## src/rtl/core/sle_pkg.sv

```systemverilog
// Package of the serial line editor: character codes, result kinds, register map,
// queue entry and configuration types. No dependencies.
package sle_pkg;

  // Character codes the editor reacts to.
  localparam logic [7:0] CH_XON   = 8'h11;
  localparam logic [7:0] CH_XOFF  = 8'h13;
  localparam logic [7:0] CH_DEL   = 8'h7F;
  localparam logic [7:0] CH_BS    = 8'h08;
  localparam logic [7:0] CH_CR    = 8'h0D;
  localparam logic [7:0] CH_LF    = 8'h0A;
  localparam logic [7:0] CH_ESC   = 8'h1B;
  localparam logic [7:0] CH_SPACE = 8'h20;

  // Event codes on the cmd field.
  localparam logic CMD_CHAR = 1'b0;
  localparam logic CMD_IDLE = 1'b1;

  // Result kinds.
  localparam logic [2:0] K_ECHO    = 3'd0;
  localparam logic [2:0] K_STORE   = 3'd1;
  localparam logic [2:0] K_DONE    = 3'd2;
  localparam logic [2:0] K_ABORT   = 3'd3;
  localparam logic [2:0] K_TIMEOUT = 3'd4;

  // Register map: index is paddr bit 2.
  localparam int         ADDR_W         = 3;
  localparam logic       REG_LINE_SIZE  = 1'b0;
  localparam logic       REG_IDLE_LIMIT = 1'b1;
  localparam logic [7:0]  LINE_SIZE_RST  = 8'd80;
  localparam logic [31:0] IDLE_LIMIT_RST = 32'd100000000;

  // Default depth of the queue between front and back.
  localparam int QUEUE_DEPTH = 2;

  // Operation decided by the front end.
  typedef enum logic [2:0] {
    OP_IDLE,
    OP_IGNORE,
    OP_BS,
    OP_ESC,
    OP_CR,
    OP_LF,
    OP_CHAR
  } op_t;

  typedef struct packed {
    op_t        op;
    logic [7:0] ch;
  } q_entry_t;

  typedef struct packed {
    logic [7:0]  line_size;
    logic [31:0] idle_limit;
  } cfg_t;

endpackage

```

## src/rtl/core/sle_ifs.sv

```systemverilog
// Handshake channels of the serial line editor: input events and result words.
// Depends on nothing.

// Input event channel.
interface sle_evt_if;
  logic       valid;
  logic       ready;
  logic       cmd;
  logic [7:0] rx_char;

  modport source (output valid, cmd, rx_char, input ready);
  modport sink   (input valid, cmd, rx_char, output ready);
endinterface

// Result channel.
interface sle_res_if;
  logic       valid;
  logic       ready;
  logic [2:0] kind;
  logic [7:0] char_out;
  logic [7:0] position;
  logic       last;

  modport source (output valid, kind, char_out, position, last, input ready);
  modport sink   (input valid, kind, char_out, position, last, output ready);
endinterface

```

## src/rtl/core/sle_regs.sv

```systemverilog
// APB-style configuration registers of the serial line editor.
// Depends on sle_pkg.
module sle_regs (
  input  logic                      clk,
  input  logic                      rst,
  input  logic                      psel,
  input  logic                      penable,
  input  logic                      pwrite,
  input  logic [sle_pkg::ADDR_W-1:0] paddr,
  input  logic [31:0]               pwdata,
  output logic [31:0]               prdata,
  output logic                      pready,
  output sle_pkg::cfg_t             cfg
);

  logic [7:0]  line_size;
  logic [31:0] idle_limit;
  logic        wr_en;

  assign pready = 1'b1;
  assign wr_en  = psel && penable && pwrite;

  // Register writes in the access phase.
  always_ff @(posedge clk) begin
    if (rst) begin
      line_size  <= sle_pkg::LINE_SIZE_RST;
      idle_limit <= sle_pkg::IDLE_LIMIT_RST;
    end else if (wr_en) begin
      unique case (paddr[2])
        sle_pkg::REG_LINE_SIZE:  line_size  <= pwdata[7:0];
        sle_pkg::REG_IDLE_LIMIT: idle_limit <= pwdata;
        default: ;
      endcase
    end
  end

  // Read data.
  always_comb begin
    unique case (paddr[2])
      sle_pkg::REG_LINE_SIZE:  prdata = {24'd0, line_size};
      sle_pkg::REG_IDLE_LIMIT: prdata = idle_limit;
      default:                 prdata = '0;
    endcase
  end

  assign cfg.line_size  = line_size;
  assign cfg.idle_limit = idle_limit;

endmodule

```

## src/rtl/core/sle_front.sv

```systemverilog
// Front end of the serial line editor: accepts event words and classifies them
// into queue entries. Depends on sle_pkg and sle_ifs.
module sle_front (
  sle_evt_if.sink           evt,
  input  logic              space,
  output logic              push,
  output sle_pkg::q_entry_t push_data
);

  // Accept whenever the queue has room.
  assign evt.ready = space;
  assign push      = evt.valid && space;

  // Map the event onto an operation for the back end.
  always_comb begin
    push_data.ch = evt.rx_char;
    if (evt.cmd == sle_pkg::CMD_IDLE) begin
      push_data.op = sle_pkg::OP_IDLE;
    end else begin
      unique case (evt.rx_char)
        sle_pkg::CH_XON, sle_pkg::CH_XOFF: push_data.op = sle_pkg::OP_IGNORE;
        sle_pkg::CH_BS, sle_pkg::CH_DEL:   push_data.op = sle_pkg::OP_BS;
        sle_pkg::CH_ESC:                   push_data.op = sle_pkg::OP_ESC;
        sle_pkg::CH_CR:                    push_data.op = sle_pkg::OP_CR;
        sle_pkg::CH_LF:                    push_data.op = sle_pkg::OP_LF;
        default:                           push_data.op = sle_pkg::OP_CHAR;
      endcase
    end
  end

endmodule

```

## src/rtl/core/sle_queue.sv

```systemverilog
// Small FIFO of classified operations between the front and back ends.
// Depends on sle_pkg.
module sle_queue #(
  parameter int DEPTH = sle_pkg::QUEUE_DEPTH
) (
  input  logic              clk,
  input  logic              rst,
  input  logic              push,
  input  sle_pkg::q_entry_t push_data,
  output logic              space,
  input  logic              pop,
  output logic              avail,
  output sle_pkg::q_entry_t pop_data
);

  localparam int PTR_W = (DEPTH > 1) ? $clog2(DEPTH) : 1;
  localparam int CNT_W = $clog2(DEPTH + 1);

  sle_pkg::q_entry_t entries [DEPTH];
  logic [PTR_W-1:0]  wr_ptr;
  logic [PTR_W-1:0]  rd_ptr;
  logic [CNT_W-1:0]  count;

  assign space    = count != CNT_W'(DEPTH);
  assign avail    = count != '0;
  assign pop_data = entries[rd_ptr];

  // Entry storage.
  always_ff @(posedge clk) begin
    if (push) begin
      entries[wr_ptr] <= push_data;
    end
  end

  // Pointers and fill count.
  always_ff @(posedge clk) begin
    if (rst) begin
      wr_ptr <= '0;
      rd_ptr <= '0;
      count  <= '0;
    end else begin
      if (push) begin
        wr_ptr <= (wr_ptr == PTR_W'(DEPTH - 1)) ? '0 : wr_ptr + 1'b1;
      end
      if (pop) begin
        rd_ptr <= (rd_ptr == PTR_W'(DEPTH - 1)) ? '0 : rd_ptr + 1'b1;
      end
      if (push && !pop) begin
        count <= count + 1'b1;
      end else if (pop && !push) begin
        count <= count - 1'b1;
      end
    end
  end

endmodule

```

## src/rtl/core/sle_back.sv

```systemverilog
// Back end of the serial line editor: holds the character and idle counts and
// steps each operation through its result words. Depends on sle_pkg and sle_ifs.
module sle_back (
  input  logic              clk,
  input  logic              rst,
  input  sle_pkg::cfg_t     cfg,
  input  logic              avail,
  input  sle_pkg::q_entry_t pop_data,
  output logic              pop,
  sle_res_if.source         res
);

  // Current operation and its step.
  logic              act;
  sle_pkg::q_entry_t cur;
  logic [1:0]        step;

  // Editor state.
  logic [7:0]  char_count;
  logic [31:0] idle_count;

  // Output register.
  logic       res_valid;
  logic [2:0] res_kind;
  logic [7:0] res_char;
  logic [7:0] res_pos;
  logic       res_last;

  // Decoded step.
  logic        emit;
  logic        fin;
  logic [2:0]  r_kind;
  logic [7:0]  r_char;
  logic [7:0]  r_pos;
  logic [7:0]  char_count_next;
  logic [31:0] idle_count_next;
  logic [31:0] idle_inc;
  logic [7:0]  limit;
  logic        at_limit;
  logic        out_free;
  logic        advance;

  assign limit    = (cfg.line_size >= 8'd3) ? cfg.line_size - 8'd2 : 8'd1;
  assign at_limit = char_count >= limit;
  assign idle_inc = idle_count + 32'd1;
  assign out_free = !res_valid || res.ready;
  assign advance  = act && out_free;
  assign pop      = avail && (!act || (advance && fin));

  // At most one result word per step; fin marks the final step of the operation.
  always_comb begin
    emit            = 1'b0;
    fin             = 1'b0;
    r_kind          = sle_pkg::K_ECHO;
    r_char          = 8'd0;
    r_pos           = 8'd0;
    char_count_next = char_count;
    idle_count_next = 32'd0;
    unique case (cur.op)
      sle_pkg::OP_IDLE: begin
        fin = 1'b1;
        if (idle_inc == cfg.idle_limit) begin
          emit            = 1'b1;
          r_kind          = sle_pkg::K_TIMEOUT;
          char_count_next = 8'd0;
        end else begin
          idle_count_next = idle_inc;
        end
      end
      sle_pkg::OP_IGNORE: begin
        fin = 1'b1;
        if (at_limit) begin
          emit            = 1'b1;
          r_kind          = sle_pkg::K_DONE;
          r_pos           = char_count;
          char_count_next = 8'd0;
        end
      end
      sle_pkg::OP_ESC: begin
        fin             = 1'b1;
        emit            = 1'b1;
        r_kind          = sle_pkg::K_ABORT;
        r_pos           = char_count;
        char_count_next = 8'd0;
      end
      sle_pkg::OP_BS: begin
        unique case (step)
          2'd0: begin
            // An empty line has nothing to erase and cannot be at its limit.
            if (char_count == 8'd0) begin
              fin = 1'b1;
            end else begin
              emit            = 1'b1;
              r_char          = sle_pkg::CH_BS;
              char_count_next = char_count - 8'd1;
            end
          end
          2'd1: begin
            emit   = 1'b1;
            r_char = sle_pkg::CH_SPACE;
          end
          2'd2: begin
            emit   = 1'b1;
            r_char = sle_pkg::CH_BS;
            fin    = !at_limit;
          end
          default: begin
            emit            = 1'b1;
            fin             = 1'b1;
            r_kind          = sle_pkg::K_DONE;
            r_pos           = char_count;
            char_count_next = 8'd0;
          end
        endcase
      end
      sle_pkg::OP_CR: begin
        emit = 1'b1;
        unique case (step)
          2'd0: begin
            r_kind          = sle_pkg::K_STORE;
            r_char          = sle_pkg::CH_CR;
            r_pos           = char_count;
            char_count_next = char_count + 8'd1;
          end
          2'd1: begin
            r_kind          = sle_pkg::K_STORE;
            r_char          = sle_pkg::CH_LF;
            r_pos           = char_count;
            char_count_next = char_count + 8'd1;
          end
          2'd2: begin
            r_char = sle_pkg::CH_LF;
          end
          default: begin
            fin             = 1'b1;
            r_kind          = sle_pkg::K_DONE;
            r_pos           = char_count;
            char_count_next = 8'd0;
          end
        endcase
      end
      default: begin
        // Plain character or LF: store, echo, then maybe end the line.
        emit = 1'b1;
        unique case (step)
          2'd0: begin
            r_kind          = sle_pkg::K_STORE;
            r_char          = cur.ch;
            r_pos           = char_count;
            char_count_next = char_count + 8'd1;
          end
          2'd1: begin
            r_char = cur.ch;
            fin    = (cur.op == sle_pkg::OP_CHAR) && !at_limit;
          end
          default: begin
            fin             = 1'b1;
            r_kind          = sle_pkg::K_DONE;
            r_pos           = char_count;
            char_count_next = 8'd0;
          end
        endcase
      end
    endcase
  end

  // Sequencer and editor state.
  always_ff @(posedge clk) begin
    if (rst) begin
      act        <= 1'b0;
      step       <= 2'd0;
      char_count <= 8'd0;
      idle_count <= 32'd0;
    end else begin
      if (advance) begin
        char_count <= char_count_next;
        idle_count <= idle_count_next;
      end
      // A pop starts the next operation; it only comes once the current one is done.
      if (pop) begin
        act  <= 1'b1;
        step <= 2'd0;
      end else if (advance) begin
        step <= fin ? 2'd0 : step + 2'd1;
        if (fin) begin
          act <= 1'b0;
        end
      end
    end
  end

  // Operation register.
  always_ff @(posedge clk) begin
    if (pop) begin
      cur <= pop_data;
    end
  end

  // Output valid.
  always_ff @(posedge clk) begin
    if (rst) begin
      res_valid <= 1'b0;
    end else if (out_free) begin
      res_valid <= advance && emit;
    end
  end

  // Output word.
  always_ff @(posedge clk) begin
    if (advance && emit) begin
      res_kind <= r_kind;
      res_char <= r_char;
      res_pos  <= r_pos;
      res_last <= fin;
    end
  end

  assign res.valid    = res_valid;
  assign res.kind     = res_kind;
  assign res.char_out = res_char;
  assign res.position = res_pos;
  assign res.last     = res_last;

endmodule

```

## src/rtl/core/serial_line_editor_core.sv

```systemverilog
// Top level of the serial line editor: registers, front end, queue and back end.
// Depends on sle_pkg, sle_ifs, sle_regs, sle_front, sle_queue and sle_back.
//
//   channel  | direction | handshake       | word
//   evt      | in        | valid / ready   | cmd, rx_char
//   res      | out       | valid / ready   | kind, char_out, position, last
//   apb      | in / out  | psel / penable  | paddr, pwdata, prdata (pready tied high)
//
// The back end emits at most one result word per cycle, held while res stalls; an event
// causes n words (0 to 4), which the back-end sequencer steps through one after another.
// The front end takes a new event every cycle while the queue has room.
// A stall on res holds the back end only; the queue keeps accepting until full.
// Synchronous reset clears the counts, the queue and the output valid.
module serial_line_editor_core #(
  parameter int QUEUE_DEPTH = sle_pkg::QUEUE_DEPTH
) (
  input  logic                      clk,
  input  logic                      rst,
  sle_evt_if.sink                   evt,
  sle_res_if.source                 res,
  input  logic                      psel,
  input  logic                      penable,
  input  logic                      pwrite,
  input  logic [sle_pkg::ADDR_W-1:0] paddr,
  input  logic [31:0]               pwdata,
  output logic [31:0]               prdata,
  output logic                      pready
);

  sle_pkg::cfg_t     cfg;
  logic              space;
  logic              push;
  sle_pkg::q_entry_t push_data;
  logic              pop;
  logic              avail;
  sle_pkg::q_entry_t pop_data;

  // Configuration registers.
  sle_regs u_regs (
    .clk     (clk),
    .rst     (rst),
    .psel    (psel),
    .penable (penable),
    .pwrite  (pwrite),
    .paddr   (paddr),
    .pwdata  (pwdata),
    .prdata  (prdata),
    .pready  (pready),
    .cfg     (cfg)
  );

  // Classification of incoming events.
  sle_front u_front (
    .evt       (evt),
    .space     (space),
    .push      (push),
    .push_data (push_data)
  );

  // Decoupling queue.
  sle_queue #(
    .DEPTH (QUEUE_DEPTH)
  ) u_queue (
    .clk       (clk),
    .rst       (rst),
    .push      (push),
    .push_data (push_data),
    .space     (space),
    .pop       (pop),
    .avail     (avail),
    .pop_data  (pop_data)
  );

  // Execution and result words.
  sle_back u_back (
    .clk      (clk),
    .rst      (rst),
    .cfg      (cfg),
    .avail    (avail),
    .pop_data (pop_data),
    .pop      (pop),
    .res      (res)
  );

endmodule

```

## src/flat_wrapper.sv

```systemverilog
// flat-port wrapper written by rule: the top's interface ports become plain ports
module serial_line_editor_core_flat 
#(
  parameter int QUEUE_DEPTH = sle_pkg::QUEUE_DEPTH
)
  (clk, rst, psel, penable, pwrite, paddr, pwdata, prdata, pready, evt_valid, evt_cmd, evt_rx_char, evt_ready, res_valid, res_kind, res_char_out, res_position, res_last, res_ready);
  sle_evt_if evt_i ();
  sle_res_if res_i ();
  input  logic clk;
  input  logic rst;
  input  logic psel;
  input  logic penable;
  input  logic pwrite;
  input  logic [sle_pkg::ADDR_W-1:0] paddr;
  input  logic [31:0] pwdata;
  output logic [31:0] prdata;
  output logic pready;
  input wire logic [$bits(evt_i.valid)-1:0] evt_valid;
  input wire logic [$bits(evt_i.cmd)-1:0] evt_cmd;
  input wire logic [$bits(evt_i.rx_char)-1:0] evt_rx_char;
  output wire logic [$bits(evt_i.ready)-1:0] evt_ready;
  output wire logic [$bits(res_i.valid)-1:0] res_valid;
  output wire logic [$bits(res_i.kind)-1:0] res_kind;
  output wire logic [$bits(res_i.char_out)-1:0] res_char_out;
  output wire logic [$bits(res_i.position)-1:0] res_position;
  output wire logic [$bits(res_i.last)-1:0] res_last;
  input wire logic [$bits(res_i.ready)-1:0] res_ready;
  assign evt_i.valid = evt_valid;
  assign evt_i.cmd = evt_cmd;
  assign evt_i.rx_char = evt_rx_char;
  assign evt_ready = evt_i.ready;
  assign res_valid = res_i.valid;
  assign res_kind = res_i.kind;
  assign res_char_out = res_i.char_out;
  assign res_position = res_i.position;
  assign res_last = res_i.last;
  assign res_i.ready = res_ready;
  serial_line_editor_core #(.QUEUE_DEPTH(QUEUE_DEPTH)) u_core (.clk(clk), .rst(rst), .evt(evt_i), .res(res_i), .psel(psel), .penable(penable), .pwrite(pwrite), .paddr(paddr), .pwdata(pwdata), .prdata(prdata), .pready(pready));
endmodule
```

## config.mk

```make
export PLATFORM = sky130hd
export DESIGN_NAME = serial_line_editor_core_flat
export DESIGN_NICKNAME = d
export VERILOG_FILES = /design/src/rtl/core/sle_pkg.sv /design/src/rtl/core/sle_ifs.sv /design/src/rtl/core/sle_regs.sv /design/src/rtl/core/sle_front.sv /design/src/rtl/core/sle_queue.sv /design/src/rtl/core/sle_back.sv /design/src/rtl/core/serial_line_editor_core.sv /design/src/flat_wrapper.sv
export SDC_FILE = /design/constraint.sdc
export NUM_CORES = 1
export LEC_CHECK = 0
export ABC_AREA = 1
export BUFFER_PORTS_ARGS = -buffer_cell sky130_fd_sc_hd__buf_2
export CORE_MARGIN = 3
export CORE_UTILIZATION = 40
export DETAILED_ROUTE_END_ITERATION = 8
export PLACE_DENSITY = 0.55
export SYNTH_ARGS = -nofsm -noshare
export SYNTH_HDL_FRONTEND = slang
export SYNTH_SLANG_ARGS = --single-unit
```

## constraint.sdc

```tcl
create_clock -name clk -period 3.7 [get_ports clk]
set_clock_uncertainty 0.2 [all_clocks]
set_input_delay 0.37 -clock clk [delete_from_list [all_inputs] [get_ports clk]]
set_output_delay 0.37 -clock clk [all_outputs]
set_load 0.005 [all_outputs]
```

==> flow_metrics.py <==
metrics = {
    "timing": {
        "hold_viol_final": 0,
        "fin_crit_sh_pct": 91.8,
        "drv_slew": 0,
        "slew_headroom_pct": 23.4,
        "whs_ns": 0.00848,
        "worst_pin_slew_ns": 1.15,
        "timing.final.ws_setup_ns": 0.304,
        "finalSetupViolCount": 0,
        "max_freq_mhz": 295,
        "rsz0062_at_grt": "no",
        "period_minus_slack_ns": 3.40,
        "setup-tns-final_ns": 0,
    },
    "floorplanning": {
        "dieHeight_um": 153,
        "initial_core_util_pct": 40.8,
        "core_mm2": 0.0212,
        "row_count": 53,
        "io_pins": 106,
        "dieArea_mm2": 0.0234,
        "fp.dieW_um": 153,
    },
    "routing": {
        "via_per_inst": 4.93,
        "drt_iter0_markers": 554,
        "vias": 8374,
        "dr.pass1.iters": 5,
        "drt-total-wl_mm": 24.8,
        "ant_nets": 0,
        "drc_errors": 0,
        "wl_per_cell_um": 14.6,
    },
    "global_routing": {
        "gr-total-overflow": 0,
        "grt_pass1_vias": 7951,
        "antenna_found_initial": 0,
        "track_usage_pct": 21.0,
        "grt_pass1_wl_mm": 40.2,
        "grt_max_degree": 58,
    },
    "power_and_ir_drop": {
        "p_leak_nw": 4.71,
        "power_frac_clock_pct": 29.8,
        "peakVddDrop_uv": 360,
        "p_sw_share_pct": 39.1,
        "switching_power_mw": 2.28,
        "combinationalPowerShare_pct": 32.5,
        "seq_power_share_pct": 37.7,
        "p_int_mw": 3.55,
        "powerDensity_mw_per_mm2": 564,
    },
    "setup_path": {
        "timing.rr.start": "u_core.u_regs.line_size[1]",
        "crit_chain": "inv_2 -> ha_2 -> nand2_1 -> nor2_1 -> nand2_1 -> nand2_1 -> nand3_1 -> ha_1 -> nand2_1 -> nor2_1 -> a211oi_1 -> nand2_1 -> inv_1 -> nand2_1 -> nand2_1 -> nand2_1 -> nand2_1 -> nand2_2 -> ha_1 -> a21oi_1 -> o21ai_0 -> o21ai_0 -> a21oi_1",
        "worst_setup_path_end_kind": "flip-flop",
        "crit_path_start": "u_core.u_regs.line_size[1]",
        "worstPathRequired_ns": 3.81,
        "crit_path_max_incr_delay_ns": 0.33,
        "crit_path_frequent_cell": "nand2_1",
        "crit_path_max_fanout": 6,
        "startpoint_type": "flip-flop",
        "cpMaxStageDelayCell": "ha_1",
        "arrival_ns": 3.51,
        "critPathKind": "flip-flop to flip-flop",
    },
    "cts": {
        "clk_latency_ns": 0.43,
        "cts_made_buffers": 17,
        "cts_tree": "done",
        "path_clk_slew_ns": 0.07,
        "cts_sinks": 141,
        "cts_buffer_depth": 2,
        "htreeDepth": 4,
        "cts-root-buf": "clkbuf_16",
    },
    "yosys": {
        "yosys_warnings": 0,
        "synth.distinct_cells": 45,
        "syn_avg_cell_area_um2": 6.72,
        "synth_cells": 1286,
        "synth_area_mm2": 0.00864,
        "syn-num-nets": 1357,
        "ys_seq_area_share_pct": 38.8,
        "ys_seq_elements": 141,
    },
    "final_layout": {
        "antennaDiodeCount": 0,
        "finish.instance_area_mm2": 0.0103,
        "fillers": 2176,
        "area_growth_pct": 19.8,
        "fin_nets": 1480,
        "final_layout_size_suffix_gt1_share_pct": 13.0,
    },
    "place": {
        "portBuffers": 102,
        "dpl-instance-area_mm2": 0.00941,
        "dp_hpwl_mm": 18.2,
        "gp_congestion": 0.901,
        "place_ws_ns": 0.142,
    },
    "worst_hold_path": {
        "hold_start": "pwdata[31]",
        "hold_class": "input pin to flip-flop",
    },
    "outcome": {
        "status": "completed",
    },
    "job": {
        "cap_violations": 0,
    },
}
## logic make-up after synthesis
logic type	Yosys count	synth area share (%)
buffers and inverters	197	8.86
adders and majority gates	20	2.90
DFF	141	38.8
and+or+nand+nor	744	37.3
other	1	0.0434
AOI/OAI and AO/OA	169	10.5
xor gates and xnor gates	14	1.58
## flip-flops by register name, summed over array words and instances (netlist names)
signal and count:
u_core.u_back.act 1, u_core.u_back.char_count 8, u_core.u_back.cur 11, u_core.u_back.idle_count 32, u_core.u_back.res.char_out 8, u_core.u_back.res.kind 3
u_core.u_back.res.last 1, u_core.u_back.res.position 8, u_core.u_back.res.valid 1, u_core.u_back.step 2, u_core.u_queue.count 2, u_core.u_queue.entries 22
u_core.u_queue.rd_ptr 1, u_core.u_queue.wr_ptr 1, u_core.u_regs.idle_limit 32, u_core.u_regs.line_size 8
## worst max-delay path, delay by kind of cell, from the launching register on
family | cells | cell delay (ns)
compound gates | 5 | 0.60
simple gates | 13 | 1.13
buf+inv | 2 | 0.18
fa+ha+maj | 3 | 0.87
flops | 1 | 0.32
## power by group through the flow
stage,combinational (mW),clock (mW),sequential (mW)
detailed placement,1.87,0,2.23
floorplan,1.39,0,2.13
CTS,1.90,1.78,2.20
finish,1.90,1.74,2.20
global route,2.17,1.85,2.24
global placement,1.86,0,2.23
## synthesized netlist by cell type (all sizes together)
library cell / number / area, µm²
a221oi: 1 / 8.76
conb: 1 / 3.75
xnor3: 1 / 22.5
a31o: 1 / 8.76
dfxtp: 88 / 1760
edfxtp: 53 / 1590
a31oi: 2 / 12.5
clkbuf: 31 / 116
nor2: 186 / 807
a21oi: 84 / 420
a32o: 1 / 10.0
nor4: 2 / 12.5
and2: 1 / 6.26
buf: 8 / 56.3
xnor2: 1 / 8.76
inv: 157 / 589
o2111ai: 2 / 17.5
a2111oi: 1 / 10.0
o21bai: 2 / 15.0
ha: 20 / 250
a22oi: 1 / 7.51
nand3b: 22 / 165
o211ai: 1 / 7.51
nand4: 19 / 119
a211oi: 3 / 22.5
o22ai: 5 / 31.3
o221ai: 1 / 8.76
xor2: 12 / 105
nor3: 15 / 75.1
a2111o: 1 / 11.3
clkinv: 1 / 3.75
nand2: 415 / 1600
nand3: 81 / 418
nor3b: 3 / 22.5
o32ai: 1 / 8.76
o21ai: 62 / 310
## layer usage
layer  GRT usage [%]  part of all wire (%)  vias up
li1                -                     -     4394
met1            29.4                    49     3762
met2            34.4                    45      194
met3            3.34                   4.6       24
met4            4.92                   1.4        0
met5               0                     0        -
## through the flow
stage	cells	total power, mW	utilization (%)
4_1_cts	1696	5.88	48.7
3_5_place_dp	1635	4.10	44.5
2_1_floorplan	1286	3.53	-
5_1_grt	1697	6.26	48.9
3_3_place_gp	1635	4.09	44.5
6_report	1697	5.83	48.9
## layout by cell type, fill, tap and decap left out, drive strengths merged, types with 2 or more instances in the layout
| cell type | netlist | layout |
|---|---|---|
| nor2 | 186 | 186 |
| o21ai | 62 | 62 |
| dlygate4sd3 | 0 | 29 |
| nand2 | 415 | 415 |
| nand3b | 22 | 22 |
| clkbuf | 31 | 17 |
| nand3 | 81 | 81 |
| nor3b | 3 | 3 |
| a31oi | 2 | 2 |
| inv | 157 | 166 |
| o22ai | 5 | 5 |
| ha | 20 | 20 |
| a211oi | 3 | 3 |
| nor3 | 15 | 15 |
| edfxtp | 53 | 53 |
| o2111ai | 2 | 2 |
| nand4 | 19 | 19 |
| dfxtp | 88 | 88 |
| nor4 | 2 | 2 |
| a21oi | 84 | 84 |
| clkinv | 1 | 6 |
| buf | 8 | 114 |
| o21bai | 2 | 2 |
| xor2 | 12 | 12 |
## cell type report
| type | count | area [µm²] | share of cell area [%] |
|---|---|---|---|
| multi-input combinational | 948 | 4550 | 44.0 |
| sequential | 141 | 3350 | 32.4 |
| timing repair buffer | 143 | 903 | 8.73 |
| inverter | 158 | 593 | 5.73 |
| clock buffer | 17 | 425 | 4.11 |
| tap | 275 | 344 | 3.32 |
| clock inverter | 15 | 180 | 1.74 |
## repair_timing
action	CTS	global route
hold endpoints to repair	37	0
hold buffers	29	0
setup endpoints to repair	0	13
gates resized for setup	0	5
setup buffers	0	1
## path summary, 6_finish.rpt
path                            slack, ns                            to  depth (start not counted)
worst max-delay path                 0.30       u_core.u_queue.count[1]                         23
worst min register to register       0.29  u_core.u_back.idle_count[31]                          2
worst max register to register       0.30       u_core.u_queue.count[1]                         23
worst min-delay path                0.008  u_core.u_regs.idle_limit[31]                          3
Power figures use the tool's default switching activity.
